==> src/design/dwpw_pkg.sv <==
// Shared types and constants of the duty-windowed pulse waveform block.
`timescale 1ns / 1ps

package dwpw_pkg;

  // Reset value of the period registers, in ticks (truncated to the time width).
  localparam int unsigned PERIOD_RESET = 1000000;

  typedef enum logic [1:0] {
    OP_ADVANCE = 2'd0,
    OP_CHANGE  = 2'd1,
    OP_RESTART = 2'd2
  } op_e;

  typedef enum logic [1:0] {
    MODE_TRIANGLE = 2'd0,
    MODE_RISE     = 2'd1,
    MODE_FALL     = 2'd2
  } mode_e;

  typedef enum logic [1:0] {
    CFG_MODE   = 2'd0,
    CFG_START  = 2'd1,
    CFG_DUTY   = 2'd2,
    CFG_OFFSET = 2'd3
  } cfg_idx_e;

  // Jobs of the shared multiply / divide unit.
  typedef enum logic [1:0] {
    UOP_MUL   = 2'd0,
    UOP_MOD   = 2'd1,
    UOP_RATIO = 2'd2
  } unit_op_e;

  typedef struct packed {
    logic     start;
    unit_op_e op;
  } unit_cmd_t;

endpackage

==> src/design/dwpw_in_if.sv <==
// Input channel of the waveform block: valid/ready and one command beat.
`timescale 1ns / 1ps

interface dwpw_in_if #(
  parameter int unsigned TIME_BITS = 32
);
  logic                 valid;
  logic                 ready;
  logic [1:0]           opcode;
  logic [TIME_BITS-1:0] elapsed_ticks;
  logic [TIME_BITS-1:0] new_period;

  modport source (output valid, output opcode, output elapsed_ticks, output new_period,
                  input ready);
  modport sink (input valid, input opcode, input elapsed_ticks, input new_period,
                output ready);
endinterface

==> src/design/dwpw_out_if.sv <==
// Output channel of the waveform block: valid/ready and one result beat.
`timescale 1ns / 1ps

interface dwpw_out_if #(
  parameter int unsigned FRAC_BITS = 16
);
  logic               valid;
  logic               ready;
  logic [FRAC_BITS:0] level;
  logic               looped_back;

  modport source (output valid, output level, output looped_back, input ready);
  modport sink (input valid, input level, input looped_back, output ready);
endinterface

==> src/design/duty_windowed_pulse_waveform.sv <==
// Top level of the duty-windowed pulse waveform generator.
`timescale 1ns / 1ps

// Phase accumulator for triangle and ramp light effects. Each input beat
// carries an opcode: advance adds elapsed_ticks to the phase, wraps it modulo
// the active period and returns one result beat (Q1.FRAC_BITS level plus a
// looped_back flag); change period rescales the phase offset and loads a new
// period; restart reloads start_period and puts the phase at the offset
// point. Only advance produces a result. All multiplies and divides run on
// one shared iterative unit, one bit per cycle, under a small sequencer, and
// the input is not ready while a command is in work. With T = TIME_BITS and
// F = FRAC_BITS, the modulo works over T + 1 dividend bits and each fraction
// multiply over F + 1 fraction bits; an advance whose level is zero skips the
// ratio divide. A finished result sits in an output register, so the next
// command is taken while that beat waits. Write the configuration only while
// the block is idle; a write lands at the next edge whatever the sequencer is
// doing.
module duty_windowed_pulse_waveform #(
  parameter int unsigned TIME_BITS = 32,
  parameter int unsigned FRAC_BITS = 16
) (
  input  logic               clk_i,
  input  logic               rst_ni,
  input  logic               cfg_we_i,
  input  dwpw_pkg::cfg_idx_e cfg_idx_i,
  input  logic [((TIME_BITS > FRAC_BITS) ? TIME_BITS : FRAC_BITS + 1)-1:0] cfg_data_i,
  dwpw_in_if.sink            in_i,
  dwpw_out_if.source         out_o
);
  import dwpw_pkg::*;

  localparam int unsigned TB = TIME_BITS;
  localparam int unsigned FB = FRAC_BITS;
  localparam logic [FB:0]   FracOne   = {1'b1, {FB{1'b0}}};
  localparam logic [TB-1:0] PeriodRst = TB'(PERIOD_RESET);

  typedef enum logic [9:0] {
    S_IDLE         = 10'b0000000001,
    S_ADV_MOD      = 10'b0000000010,
    S_ADV_RATIO    = 10'b0000000100,
    S_ADV_OUT      = 10'b0000001000,
    S_CHG_MUL_NEW  = 10'b0000010000,
    S_CHG_MUL_OLD  = 10'b0000100000,
    S_CHG_MOD      = 10'b0001000000,
    S_CHG_MUL_DUTY = 10'b0010000000,
    S_RST_MUL_DUTY = 10'b0100000000,
    S_RST_MUL_OFF  = 10'b1000000000
  } state_e;

  // Configuration registers
  mode_e          mode_q;
  logic [TB-1:0]  start_per_q;
  logic [FB:0]    duty_q;
  logic [FB:0]    off_q;

  // Architectural state
  logic [TB-1:0]  phase_q, phase_d;
  logic [TB-1:0]  period_q, period_d;
  logic [TB-1:0]  window_q, window_d;

  // Sequencer control
  state_e         state_q, state_d;
  logic           issued_q, issued_d;
  logic           zero_q, zero_d;
  logic           out_valid_q, out_valid_d;

  // Work registers and output payload
  logic [TB-1:0]  opnd_q, opnd_d;
  logic [TB-1:0]  tmp_q, tmp_d;
  logic [TB:0]    div_q, div_d;
  logic           neg_q, neg_d;
  logic           loop_q, loop_d;
  logic [FB:0]    level_q, level_d;
  logic           out_loop_q, out_loop_d;

  // Shared unit hookup
  unit_cmd_t      cmd;
  logic [TB:0]    unit_a;
  logic [TB-1:0]  unit_b;
  logic [FB:0]    unit_f;
  logic           unit_done;
  logic [TB-1:0]  res_w;
  logic [FB+1:0]  quo_w;

  // Datapath helpers
  logic [FB:0]    duty_c;
  logic [FB:0]    off_c;
  logic [TB-1:0]  pcur;
  logic [TB-1:0]  start_fix;
  logic [TB-1:0]  new_fix;
  logic [TB:0]    sum_w;
  logic [TB+1:0]  v_w;
  logic [TB+1:0]  vneg_w;
  logic [TB-1:0]  wrap_w;
  logic [FB+1:0]  tri_w;
  logic [FB:0]    lvl_w;
  logic           in_acc;
  logic           unit_busy_state;

  // Configuration writes
  always_ff @(posedge clk_i or negedge rst_ni) begin
    if (!rst_ni) begin
      mode_q      <= MODE_TRIANGLE;
      start_per_q <= PeriodRst;
      duty_q      <= FracOne;
      off_q       <= '0;
    end else if (cfg_we_i) begin
      unique case (cfg_idx_i)
        CFG_MODE:   mode_q      <= mode_e'(cfg_data_i[1:0]);
        CFG_START:  start_per_q <= cfg_data_i[TB-1:0];
        CFG_DUTY:   duty_q      <= cfg_data_i[FB:0];
        CFG_OFFSET: off_q       <= cfg_data_i[FB:0];
        default:    ;
      endcase
    end
  end

  // Clamp fractions to one and zero periods to one tick.
  always_comb begin
    duty_c    = (duty_q > FracOne) ? FracOne : duty_q;
    off_c     = (off_q > FracOne) ? FracOne : off_q;
    pcur      = (period_q == '0) ? TB'(1) : period_q;
    start_fix = (start_per_q == '0) ? TB'(1) : start_per_q;
    new_fix   = (in_i.new_period == '0) ? TB'(1) : in_i.new_period;
    sum_w     = {1'b0, phase_q} + {1'b0, opnd_q};
    // Shifted phase for a period change; may go negative.
    v_w       = {2'b00, phase_q} + {2'b00, tmp_q} - {2'b00, res_w};
    vneg_w    = '0 - v_w;
    // Bring a negative remainder back into [0, period).
    wrap_w    = (neg_q && (res_w != '0)) ? (pcur - res_w) : res_w;
  end

  // Level from the window ratio u = floor(t * 2^(F+1) / D).
  always_comb begin
    tri_w = {FracOne, 1'b0} - quo_w;
    case (mode_q)
      MODE_TRIANGLE: lvl_w = (quo_w <= {1'b0, FracOne}) ? quo_w[FB:0] : tri_w[FB:0];
      MODE_RISE:     lvl_w = quo_w[FB+1:1];
      MODE_FALL:     lvl_w = FracOne - quo_w[FB+1:1];
      default:       lvl_w = '0;
    endcase
  end

  // Feed the shared unit from the state that owns it.
  always_comb begin
    cmd.op = UOP_MUL;
    unit_a = '0;
    unit_b = '0;
    unit_f = '0;
    unique case (state_q)
      S_ADV_MOD: begin
        cmd.op = UOP_MOD;
        unit_a = sum_w;
        unit_b = pcur;
      end
      S_ADV_RATIO: begin
        cmd.op = UOP_RATIO;
        unit_a = {1'b0, phase_q};
        unit_b = window_q;
      end
      S_CHG_MUL_NEW: begin
        unit_b = opnd_q;
        unit_f = off_c;
      end
      S_CHG_MUL_OLD: begin
        unit_b = pcur;
        unit_f = off_c;
      end
      S_CHG_MOD: begin
        cmd.op = UOP_MOD;
        unit_a = div_q;
        unit_b = pcur;
      end
      S_CHG_MUL_DUTY: begin
        unit_b = opnd_q;
        unit_f = duty_c;
      end
      S_RST_MUL_DUTY: begin
        unit_b = start_fix;
        unit_f = duty_c;
      end
      S_RST_MUL_OFF: begin
        unit_b = start_fix;
        unit_f = off_c;
      end
      default: ;
    endcase
    unit_busy_state = !((state_q == S_IDLE) || (state_q == S_ADV_OUT));
    cmd.start       = unit_busy_state && !issued_q;
  end

  assign in_acc = in_i.valid && (state_q == S_IDLE);

  // Sequencer
  always_comb begin
    state_d     = state_q;
    issued_d    = issued_q;
    zero_d      = zero_q;
    out_valid_d = out_valid_q;
    phase_d     = phase_q;
    period_d    = period_q;
    window_d    = window_q;
    opnd_d      = opnd_q;
    tmp_d       = tmp_q;
    div_d       = div_q;
    neg_d       = neg_q;
    loop_d      = loop_q;
    level_d     = level_q;
    out_loop_d  = out_loop_q;

    if (cmd.start) begin
      issued_d = 1'b1;
    end
    if (unit_done) begin
      issued_d = 1'b0;
    end
    // Drop the result beat once taken.
    if (out_valid_q && out_o.ready) begin
      out_valid_d = 1'b0;
    end

    unique case (state_q)
      S_IDLE: begin
        if (in_acc) begin
          opnd_d = (op_e'(in_i.opcode) == OP_CHANGE) ? new_fix : in_i.elapsed_ticks;
          case (op_e'(in_i.opcode))
            OP_ADVANCE: state_d = S_ADV_MOD;
            OP_CHANGE:  state_d = S_CHG_MUL_NEW;
            OP_RESTART: state_d = S_RST_MUL_DUTY;
            default:    state_d = S_IDLE;
          endcase
        end
      end
      S_ADV_MOD: begin
        if (unit_done) begin
          phase_d = res_w;
          loop_d  = (sum_w > {1'b0, pcur});
          // Outside the window, empty window or unused mode: level is zero.
          if ((window_q == '0) || (res_w > window_q) ||
              !((mode_q == MODE_TRIANGLE) || (mode_q == MODE_RISE) ||
                (mode_q == MODE_FALL))) begin
            zero_d  = 1'b1;
            state_d = S_ADV_OUT;
          end else begin
            zero_d  = 1'b0;
            state_d = S_ADV_RATIO;
          end
        end
      end
      S_ADV_RATIO: begin
        if (unit_done) begin
          state_d = S_ADV_OUT;
        end
      end
      S_ADV_OUT: begin
        // Hold until the output register is free.
        if (!out_valid_q || out_o.ready) begin
          out_valid_d = 1'b1;
          level_d     = zero_q ? '0 : lvl_w;
          out_loop_d  = loop_q;
          state_d     = S_IDLE;
        end
      end
      S_CHG_MUL_NEW: begin
        if (unit_done) begin
          tmp_d   = res_w;
          state_d = S_CHG_MUL_OLD;
        end
      end
      S_CHG_MUL_OLD: begin
        if (unit_done) begin
          neg_d   = v_w[TB+1];
          div_d   = v_w[TB+1] ? vneg_w[TB:0] : v_w[TB:0];
          state_d = S_CHG_MOD;
        end
      end
      S_CHG_MOD: begin
        if (unit_done) begin
          phase_d = wrap_w;
          state_d = S_CHG_MUL_DUTY;
        end
      end
      S_CHG_MUL_DUTY: begin
        if (unit_done) begin
          window_d = res_w;
          period_d = opnd_q;
          state_d  = S_IDLE;
        end
      end
      S_RST_MUL_DUTY: begin
        if (unit_done) begin
          window_d = res_w;
          state_d  = S_RST_MUL_OFF;
        end
      end
      S_RST_MUL_OFF: begin
        if (unit_done) begin
          // Offset of a whole period wraps to zero.
          phase_d  = (res_w == start_fix) ? '0 : res_w;
          period_d = start_fix;
          state_d  = S_IDLE;
        end
      end
      default: state_d = S_IDLE;
    endcase
  end

  always_ff @(posedge clk_i or negedge rst_ni) begin
    if (!rst_ni) begin
      state_q     <= S_IDLE;
      issued_q    <= 1'b0;
      zero_q      <= 1'b0;
      out_valid_q <= 1'b0;
      phase_q     <= '0;
      period_q    <= PeriodRst;
      window_q    <= PeriodRst;
    end else begin
      state_q     <= state_d;
      issued_q    <= issued_d;
      zero_q      <= zero_d;
      out_valid_q <= out_valid_d;
      phase_q     <= phase_d;
      period_q    <= period_d;
      window_q    <= window_d;
    end
  end

  always_ff @(posedge clk_i) begin
    opnd_q     <= opnd_d;
    tmp_q      <= tmp_d;
    div_q      <= div_d;
    neg_q      <= neg_d;
    loop_q     <= loop_d;
    level_q    <= level_d;
    out_loop_q <= out_loop_d;
  end

  dwpw_iter_unit #(
    .TIME_BITS (TIME_BITS),
    .FRAC_BITS (FRAC_BITS)
  ) u_iter (
    .clk_i  (clk_i),
    .rst_ni (rst_ni),
    .cmd_i  (cmd),
    .a_i    (unit_a),
    .b_i    (unit_b),
    .f_i    (unit_f),
    .done_o (unit_done),
    .res_o  (res_w),
    .quo_o  (quo_w)
  );

  assign in_i.ready        = (state_q == S_IDLE);
  assign out_o.valid       = out_valid_q;
  assign out_o.level       = level_q;
  assign out_o.looped_back = out_loop_q;

endmodule

==> src/design/dwpw_iter_unit.sv <==
// Shared iterative unit: shift-add fraction multiply, restoring modulo and ratio divide.
`timescale 1ns / 1ps

module dwpw_iter_unit #(
  parameter int unsigned TIME_BITS = 32,
  parameter int unsigned FRAC_BITS = 16
) (
  input  logic                 clk_i,
  input  logic                 rst_ni,
  input  dwpw_pkg::unit_cmd_t  cmd_i,
  input  logic [TIME_BITS:0]   a_i,
  input  logic [TIME_BITS-1:0] b_i,
  input  logic [FRAC_BITS:0]   f_i,
  output logic                 done_o,
  output logic [TIME_BITS-1:0] res_o,
  output logic [FRAC_BITS+1:0] quo_o
);
  import dwpw_pkg::*;

  localparam int unsigned TB = TIME_BITS;
  localparam int unsigned FB = FRAC_BITS;
  localparam int unsigned SW = (TB + 1 > FB + 2) ? TB + 1 : FB + 2;
  localparam int unsigned CW = $clog2(SW);

  unit_op_e        op_q;
  logic            busy_q;
  logic            done_q;
  logic            first_q;
  logic [CW-1:0]   cnt_q;
  logic [CW-1:0]   last_cnt;
  logic [TB-1:0]   acc_q;
  logic [TB-1:0]   opnd_q;
  logic [SW-1:0]   sh_q;
  logic            low_q;

  logic            is_mul;
  logic            din;
  logic [TB:0]     rem2;
  logic [TB:0]     add_x;
  logic [TB:0]     add_y;
  logic [TB+1:0]   sum;
  logic            ge;

  // One adder serves both jobs: add for multiply, trial subtract for divide.
  always_comb begin
    is_mul = (op_q == UOP_MUL);
    din    = (op_q == UOP_MOD) ? sh_q[SW-1] : 1'b0;
    rem2   = first_q ? {1'b0, acc_q} : {acc_q, din};
    add_x  = is_mul ? {1'b0, acc_q} : rem2;
    add_y  = is_mul ? (sh_q[0] ? {1'b0, opnd_q} : '0) : ~{1'b0, opnd_q};
    sum    = {1'b0, add_x} + {1'b0, add_y} + {{(TB + 1){1'b0}}, !is_mul};
    ge     = sum[TB+1];
  end

  always_comb begin
    unique case (op_q)
      UOP_MUL:   last_cnt = CW'(FB);
      UOP_MOD:   last_cnt = CW'(TB);
      UOP_RATIO: last_cnt = CW'(FB + 1);
      default:   last_cnt = CW'(FB);
    endcase
  end

  always_ff @(posedge clk_i or negedge rst_ni) begin
    if (!rst_ni) begin
      op_q    <= UOP_MUL;
      busy_q  <= 1'b0;
      done_q  <= 1'b0;
      first_q <= 1'b0;
      cnt_q   <= '0;
    end else begin
      done_q <= 1'b0;
      if (cmd_i.start) begin
        op_q    <= cmd_i.op;
        busy_q  <= 1'b1;
        first_q <= (cmd_i.op == UOP_RATIO);
        cnt_q   <= '0;
      end else if (busy_q) begin
        first_q <= 1'b0;
        cnt_q   <= cnt_q + 1'b1;
        if (cnt_q == last_cnt) begin
          busy_q <= 1'b0;
          done_q <= 1'b1;
        end
      end
    end
  end

  always_ff @(posedge clk_i) begin
    if (cmd_i.start) begin
      opnd_q <= b_i;
      low_q  <= 1'b0;
      case (cmd_i.op)
        UOP_MUL: begin
          acc_q <= '0;
          sh_q  <= SW'(f_i);
        end
        UOP_MOD: begin
          acc_q <= '0;
          sh_q  <= SW'(a_i) << (SW - TB - 1);
        end
        default: begin
          acc_q <= a_i[TB-1:0];
          sh_q  <= '0;
        end
      endcase
    end else if (busy_q) begin
      if (is_mul) begin
        // Shift the product right; the last bit out is the lowest bit of the result.
        acc_q <= sum[TB:1];
        low_q <= sum[0];
        sh_q  <= sh_q >> 1;
      end else begin
        acc_q <= ge ? sum[TB-1:0] : rem2[TB-1:0];
        sh_q  <= {sh_q[SW-2:0], ge};
      end
    end
  end

  assign done_o = done_q;
  assign res_o  = (op_q == UOP_MUL) ? {acc_q[TB-2:0], low_q} : acc_q;
  assign quo_o  = sh_q[FB+1:0];

endmodule

==> src/flat_wrapper.sv <==
// flat-port wrapper written by rule: the top's interface ports become plain ports
module duty_windowed_pulse_waveform_flat import dwpw_pkg::*;
#(
  parameter int unsigned TIME_BITS = 32,
  parameter int unsigned FRAC_BITS = 16
)
  (clk_i, rst_ni, cfg_we_i, cfg_idx_i, cfg_data_i, in_i_valid, in_i_opcode, in_i_elapsed_ticks, in_i_new_period, in_i_ready, out_o_valid, out_o_level, out_o_looped_back, out_o_ready);
  dwpw_in_if #(.TIME_BITS(TIME_BITS)) in_i_i ();
  dwpw_out_if #(.FRAC_BITS(FRAC_BITS)) out_o_i ();
  input  logic clk_i;
  input  logic rst_ni;
  input  logic cfg_we_i;
  input  dwpw_pkg::cfg_idx_e cfg_idx_i;
  input  logic [((TIME_BITS > FRAC_BITS) ? TIME_BITS : FRAC_BITS + 1)-1:0] cfg_data_i;
  input wire logic [$bits(in_i_i.valid)-1:0] in_i_valid;
  input wire logic [$bits(in_i_i.opcode)-1:0] in_i_opcode;
  input wire logic [$bits(in_i_i.elapsed_ticks)-1:0] in_i_elapsed_ticks;
  input wire logic [$bits(in_i_i.new_period)-1:0] in_i_new_period;
  output wire logic [$bits(in_i_i.ready)-1:0] in_i_ready;
  output wire logic [$bits(out_o_i.valid)-1:0] out_o_valid;
  output wire logic [$bits(out_o_i.level)-1:0] out_o_level;
  output wire logic [$bits(out_o_i.looped_back)-1:0] out_o_looped_back;
  input wire logic [$bits(out_o_i.ready)-1:0] out_o_ready;
  assign in_i_i.valid = in_i_valid;
  assign in_i_i.opcode = in_i_opcode;
  assign in_i_i.elapsed_ticks = in_i_elapsed_ticks;
  assign in_i_i.new_period = in_i_new_period;
  assign in_i_ready = in_i_i.ready;
  assign out_o_valid = out_o_i.valid;
  assign out_o_level = out_o_i.level;
  assign out_o_looped_back = out_o_i.looped_back;
  assign out_o_i.ready = out_o_ready;
  duty_windowed_pulse_waveform #(.TIME_BITS(TIME_BITS), .FRAC_BITS(FRAC_BITS)) u_core (.clk_i(clk_i), .rst_ni(rst_ni), .cfg_we_i(cfg_we_i), .cfg_idx_i(cfg_idx_i), .cfg_data_i(cfg_data_i), .in_i(in_i_i), .out_o(out_o_i));
endmodule
==> config.mk <==
export PLATFORM = sky130hd
export DESIGN_NAME = duty_windowed_pulse_waveform_flat
export DESIGN_NICKNAME = d
export VERILOG_FILES = /design/src/design/dwpw_pkg.sv /design/src/design/dwpw_in_if.sv /design/src/design/dwpw_out_if.sv /design/src/design/duty_windowed_pulse_waveform.sv /design/src/design/dwpw_iter_unit.sv /design/src/flat_wrapper.sv
export SDC_FILE = /design/constraint.sdc
export NUM_CORES = 1
export LEC_CHECK = 0
export BUFFER_PORTS_ARGS = -buffer_cell sky130_fd_sc_hd__buf_2
export CAP_MARGIN = 20
export CORE_ASPECT_RATIO = 0.5
export CORE_MARGIN = 2
export CORE_UTILIZATION = 38
export DETAILED_ROUTE_END_ITERATION = 8
export PLACE_DENSITY_LB_ADDON = 0.08
export SYNTH_ARGS = -nofsm -noshare
export SYNTH_HDL_FRONTEND = slang
export SYNTH_HIERARCHICAL = 1
export SYNTH_SLANG_ARGS = --single-unit
export TNS_END_PERCENT = 30
==> constraint.sdc <==
create_clock -name clk_i -period 7.35 [get_ports clk_i]
set_input_delay 1.47 -clock clk_i [delete_from_list [all_inputs] [get_ports clk_i]]
set_output_delay 1.47 -clock clk_i [all_outputs]
set_load 0.005 [all_outputs]
* Word level (Yosys, flattened, before mapping)
Cells that the tools add are included.
** Storage, ports and cells
- Register bits after elaboration :: 403
- Output and inout bits :: 20
** Operators by class
- Add/subtract/negate cells :: 10
- $lt $le $gt $ge :: 5
- Eq/ne operators :: 34
- Muxes and demuxes :: 66
- Bitwise logic cells :: 1
- Reduce and logical (&&, ||, !) cells :: 51
** Operators by type and width (number)
- $mux 32 :: 18
- $mux 33 :: 7
- $logic_not 32->1 :: 4
- $pmux 32 s4 :: 1
- $pmux 33 s3 :: 1
- $pmux 32 s3 :: 1
- $mux 10 :: 9
- $pmux 10 s9 :: 1
- $add 32x32->33 :: 2
- $pmux 33 s2 :: 1
- $pmux 32 s2 :: 1
- $mux 17 :: 3
- $pmux 17 s3 :: 1
- $add 33x33->34 :: 1
- $add 34x1->34 :: 1
- $gt 17x17->1 const B :: 2
- $pmux 17 s2 :: 1
- $sub 33x32->34 :: 1
- $gt 33x32->1 :: 1
- $not 32->33 :: 1
- $sub 1x33->33 const A :: 1
- $eq 32x32->1 :: 1
- $gt 32x32->1 :: 1
- $reduce_bool 32->1 :: 1
- other kinds (38) :: 105

* Depth between registers and ports, before layout
- Depth in word-level cells :: 10
- Mapped depth :: 23
- Gate-level depth less buffers :: 22

* Hierarchy
The synthesis kept the hierarchy.
** By module, submodules not included
- duty_windowed_pulse_waveform :: times used 1, cells each 2502, area each 22748.1 um^2
- dwpw_iter_unit :: times used 1, cells each 946, area each 8558.2 um^2

* Worst setup path after synthesis
No wires, ideal clock.
- Kind :: register -> register
- Start point :: register u_core.u_iter.op_q[0]
- End point :: register u_core.div_q[27], data pin
- Arrival :: 5.363 ns
- Data required time :: 7.085 ns
- Path slack :: 1.722 ns
- Stages on the path, launching flop included :: 21
- Path buffers :: 3
- Cells stage by stage :: dfrtp_1 nor2_1 clkbuf_1 clkbuf_1 clkbuf_1 nand2_1 nand2_1 fa_1 inv_1 ha_1 a211oi_4 o21bai_2 a21oi_2 xor2_2 or3b_1 or3_4 or4_4 nand2b_4 nor3_2 a31oi_1 xor2_1
** Between the ends
- Longest elaborated chain between the ends :: 5
** Ends and longest elaborated chain
- from (decl) :: RTL line dwpw_iter_unit.sv:25 : unit_op_e op_q;
- from (signal assigned) :: RTL line dwpw_iter_unit.sv:74 : op_q <= cmd_i.op;
- $logic_not 2->1 * :: RTL line dwpw_iter_unit.sv:121 : assign res_o = (op_q == UOP_MUL) ? {acc_q[TB-2:0], low_q} : acc_q;
- $mux 32 * :: RTL line dwpw_iter_unit.sv:121
- named net u_core.res_w[2] :: RTL line duty_windowed_pulse_waveform.sv:82 : logic [TB-1:0] res_w;
- $sub 33x32->34 * :: RTL line duty_windowed_pulse_waveform.sv:127 : v_w = {2'b00, phase_q} + {2'b00, tmp_q} - {2'b00, res_w};
- $sub 1x33->33 :: RTL line duty_windowed_pulse_waveform.sv:128 : vneg_w = '0 - v_w;
- $mux 33 * :: RTL line duty_windowed_pulse_waveform.sv:273 : div_d = v_w[TB+1] ? vneg_w[TB:0] : v_w[TB:0];
- to (signal assigned) :: RTL line duty_windowed_pulse_waveform.sv:331 : div_q <= div_d;
- to (decl) :: RTL line duty_windowed_pulse_waveform.sv:70 : logic [TB:0] div_q, div_d;
Mark *: on every way through the listed nets, which the timed path passes. The rest lies on a longest branch.
A chain may end at the register's enable or synchronous reset.

* Worst setup path in the final report
- Start point :: register u_core.u_iter.op_q[0]
- End point :: register u_core.div_q[32], data pin
The elaborated chain is that of the path after synthesis.

==> qor.yml <==
pwr:
  leakagePower_uw: 0.0148
  p_per_area_nw_per_um2: 536
  p_int_uw: 9400
  power_frac_seq_pct: 23.5
  ir_worst_vdd_mv: 0.185
  combPwrFrac_pct: 63.3
  power_switching_uw: 9140
  netSwitchingFraction_pct: 49.3
  power_frac_clock_pct: 13.3
  design_power_total_uw: 18500
synth:
  synth_edf_count: 214
  synth_cell_type_count: 108
  synthesis.nets: 3783
  syn_area_um2: 31300
  syn_inst: 3448
  synth_top_flop_cell: "edfxtp_1"
  ys_seq_area_share_pct: 35.7
  synthArstFlopShare_pct: 46.7
  ys_ff_latch: 403
  ys_warn_count: 6
  avgSynthCellArea_um2: 9.08
global_routing:
  antenna_found_initial: 5
  grt_usage_pct: 27.8
  grt_pass1_wl_mm: 175
  grt_max_degree: 131
  grt_use_met3_pct: 4.28
  grt_pass1_vias: 25600
  use_met1_pct: 45.7
  grtUsageMet2_pct: 37.0
  grt-ovfl-total: 0
  grt.busiest_layer: "met1"
sta:
  fin_skew_ns: 0.0277
  slew_headroom_pct: 4.64
  worst_slack_ns: 1.49
  finalCritPeriodShare_pct: 79.8
  grt_setup_unrepaired: "no"
  finalHoldViolCount: 0
  worst_pin_slew_ns: 1.43
  setup_viol: 0
  fin_setup_tns_ns: 0
  fin_crit_ns: 5.86
  drv_slew: 0
  fmax_mhz: 171
cells_and_area:
  seq_area_um2: 11200
  multi_input_area_um2: 18300
  diodes: 0
  area_delta_synth_final_pct: 10.5
  fillers: 8007
  drive_above_1_share_pct: 14.3
  fin_util_pct: 42.4
  final_net_count: 3816
  stdcell_count: 4619
clocking:
  cts_setup_buffers: 0
  htreeDepth: 2
  cts_resized: 0
  clock-sinks: 403
  cts_buffers: 44
  cts_buffer_depth: 3
  cts_tree: "yes"
  cts-root-buf: "clkbuf_16"
  clk_latency_ns: 0.63
  cts_hold_buf: 0
  clk_pin_slew_ns: 0.07
placement:
  port_buffers: 124
  gp_congestion: 0.975
  post-place-cells: 4532
  dp_hpwl_mm: 93.5
  dp_slack_ns: 1.60
worst_setup_path:
  reg2reg_from: "u_core/u_iter/op_q[0]$_DFFE_PN0P_"
  cp_cell_sequence: "nor2_4, inv_2, buf_4, nand2_1, nand2_1, fa_1, inv_1, ha_1, o2111a_1, nand3_1, nand2_1, a2111oi_0, a21oi_1, nor4_1, or4bb_1, nor3_2, a41oi_1, xnor2_1"
  slowest_delay_ns: 0.65
  cp-startpoint: "u_core/u_iter/op_q[0]$_DFFE_PN0P_"
  setup.worst_path.class: "register to register"
  crit_path_end_kind: "register"
  crit_arrival_ns: 6.22
  critical_path.max_fanout: 27
  cp_common_cell: "nand2_1"
  slowest_stage: "or4bb_1"
  critPathRequiredTime_ns: 7.70
  start_kind: "register"
route:
  ant_nets: 0
  drc: 0
  drt_pre_antenna_iters: 6
  routedWlPerCell_um: 25.9
  drt_iter0_drc: 3002
  num_vias: 27200
  vias_per_cell: 5.90
  wl_mm: 119
die:
  coreArea_um2: 81600
  die_h_um: 207
  std_cell_rows: 74
  fp.dieW_um: 410
  initial_core_util_pct: 38.4
  die_area_um2: 84800
  io_pins: 125
status:
  status: "complete, no violations"
run:
  max_cap_violations: 0
min_path:
  min-delay-start: "u_core/mode_q[1]$_DFFE_PN0P_"
  hold_path.class: "register to register"
[cell families (layout without fill, tap and decap cells)]
family,Yosys count,after routing,share of synthesized area (%)
buffers and inverters,485,554,6.18
adder cells (fa/ha/maj),230,230,10.0
AO/OA/AOI/OAI,917,917,19.4
XOR/XNOR,211,211,5.93
flip-flops,403,403,35.7
multiplexers,246,246,8.44
AND/OR/NAND/NOR,956,956,14.3
[cell type report]
| type | instances | area share, % |
|---|---|---|
| multi-input cells | 2560 | 52.8 |
| clock inverters | 29 | 0.965 |
| repair buffers | 191 | 3.40 |
| clock buffers | 53 | 3.49 |
| inverters | 281 | 3.05 |
| well taps | 1102 | 3.98 |
| flip-flops and latches | 403 | 32.3 |
[critical path: cells and delay by family, from the launching register on]
family / cells / cell delay, ns
xor gates and xnor gates: 1 / 0.16
DFF: 1 / 0.47
and+or+nand+nor: 8 / 2.14
buffers and inverters: 3 / 0.87
adders and majority gates: 2 / 0.77
AOI/OAI and AO/OA: 4 / 1.18
[placed cells by master (no fill, tap or decap), drive strengths merged, types with 20 or more instances in the layout]
| cell | count |
|---|---|
| and2 | 20 |
| a21o | 74 |
| nor2b | 29 |
| nand2b | 20 |
| nor4 | 63 |
| nor3 | 46 |
| a21oi | 226 |
| nand2 | 397 |
| nand4 | 53 |
| a221oi | 35 |
| o21bai | 26 |
| mux2 | 143 |
| xor2 | 65 |
| a22o | 21 |
| o21a | 21 |
| dfstp | 23 |
| mux2i | 103 |
| inv | 284 |
| a22oi | 98 |
| a211oi | 41 |
| o22ai | 25 |
| edfxtp | 214 |
| buf | 190 |
| xnor2 | 146 |
| clkbuf | 54 |
| dfrtp | 165 |
| ha | 195 |
| fa | 35 |
| o21ai | 216 |
| nor2 | 207 |
| nand3 | 52 |
[power by group through the flow]
| stage | sequential [uW] | combinational (uW) | clock (uW) |
|---|---|---|---|
| after floorplan | 3790 | 8700 | 0 |
| after global routing | 4390 | 12900 | 2600 |
| final | 4350 | 11700 | 2460 |
| after global placement | 4340 | 11400 | 0 |
| after detailed placement | 4340 | 11500 | 0 |
| after CTS | 4300 | 11600 | 2510 |
[Yosys cell counts, types with 13 or more instances]
| master | count | area, um^2 |
|---|---|---|
| and2_1 | 20 | 125 |
| and3_1 | 13 | 81.3 |
| a221oi_1 | 35 | 307 |
| mux2i_1 | 103 | 1030 |
| dfrtp_1 | 165 | 4130 |
| a21oi_1 | 222 | 1110 |
| fa_1 | 35 | 701 |
| inv_1 | 279 | 1050 |
| or3_1 | 13 | 81.3 |
| clkbuf_1 | 158 | 593 |
| ha_1 | 195 | 2440 |
| mux2_2 | 142 | 1600 |
| a22oi_1 | 98 | 736 |
| buf_1 | 15 | 56.3 |
| xnor2_1 | 146 | 1280 |
| o21ai_0 | 196 | 981 |
| a21o_1 | 74 | 556 |
| o21bai_1 | 25 | 188 |
| nand2b_1 | 18 | 113 |
| dfstp_2 | 23 | 604 |
| nand3_1 | 51 | 255 |
| nor2b_1 | 29 | 181 |
| nand4_1 | 53 | 332 |
| a31oi_1 | 17 | 106 |
| nand2_1 | 396 | 1490 |
| nor3_1 | 43 | 215 |
| edfxtp_1 | 214 | 6430 |
| xor2_1 | 64 | 561 |
| nor2_1 | 207 | 777 |
| o21ai_1 | 19 | 95.1 |
| o31ai_1 | 13 | 97.6 |
| nor4_1 | 63 | 394 |
| a22o_1 | 21 | 184 |
| buf_4 | 21 | 158 |
| o21a_1 | 21 | 158 |
| o22ai_1 | 25 | 156 |
| a211oi_1 | 36 | 270 |
[through the flow]
| stage | area (um^2) | hold WS, ns |
|---|---|---|
| 2_1_floorplan | 31300 | 0.400 |
| 3_3_place_gp | 33000 | 0.495 |
| 3_5_place_dp | 33000 | 0.516 |
| 4_1_cts | 34500 | 0.527 |
| 5_1_grt | 34600 | 0.548 |
| 6_report | 34600 | 0.520 |
[sequential cells by signal, indices dropped and copies added, names as in the netlist, 2 cells and up]
name	flops
u_core/u_iter/sh_q	33
u_core/out_o.level	17
u_core/mode_q	2
u_core/duty_q	17
u_core/tmp_q	32
u_core/div_q	33
u_core/phase_q	32
u_core/start_per_q	32
u_core/window_q	32
u_core/u_iter/cnt_q	6
u_core/u_iter/op_q	2
u_core/off_q	17
u_core/opnd_q	32
u_core/u_iter/acc_q	32
u_core/state_q	10
u_core/u_iter/opnd_q	32
u_core/period_q	32
[path summary, 6_finish.rpt]
kind | cells past startpoint | end | slack [ns]
worst max-delay path | 18 | u_core/div_q[32]$_DFFE_PP_ | 1.49
worst min-delay path | 1 | u_core/mode_q[1]$_DFFE_PN0P_ | 0.52
worst max register to register | 18 | u_core/div_q[32]$_DFFE_PP_ | 1.49
worst min register to register | 1 | u_core/mode_q[1]$_DFFE_PN0P_ | 0.52
max in group asynchronous | 2 | u_core/u_iter/first_q$_DFFE_PN0P_ | 5.22
min in group asynchronous | 1 | u_core/phase_q[3]$_DFFE_PN0P_ | 0.84
[layer usage]
metal,vias to the layer above,wire (um)
met5,-,0
met4,0,2330
met3,109,11000
met2,1118,45200
met1,13500,61000
li1,12500,-
Power figures use the tool's default switching activity.
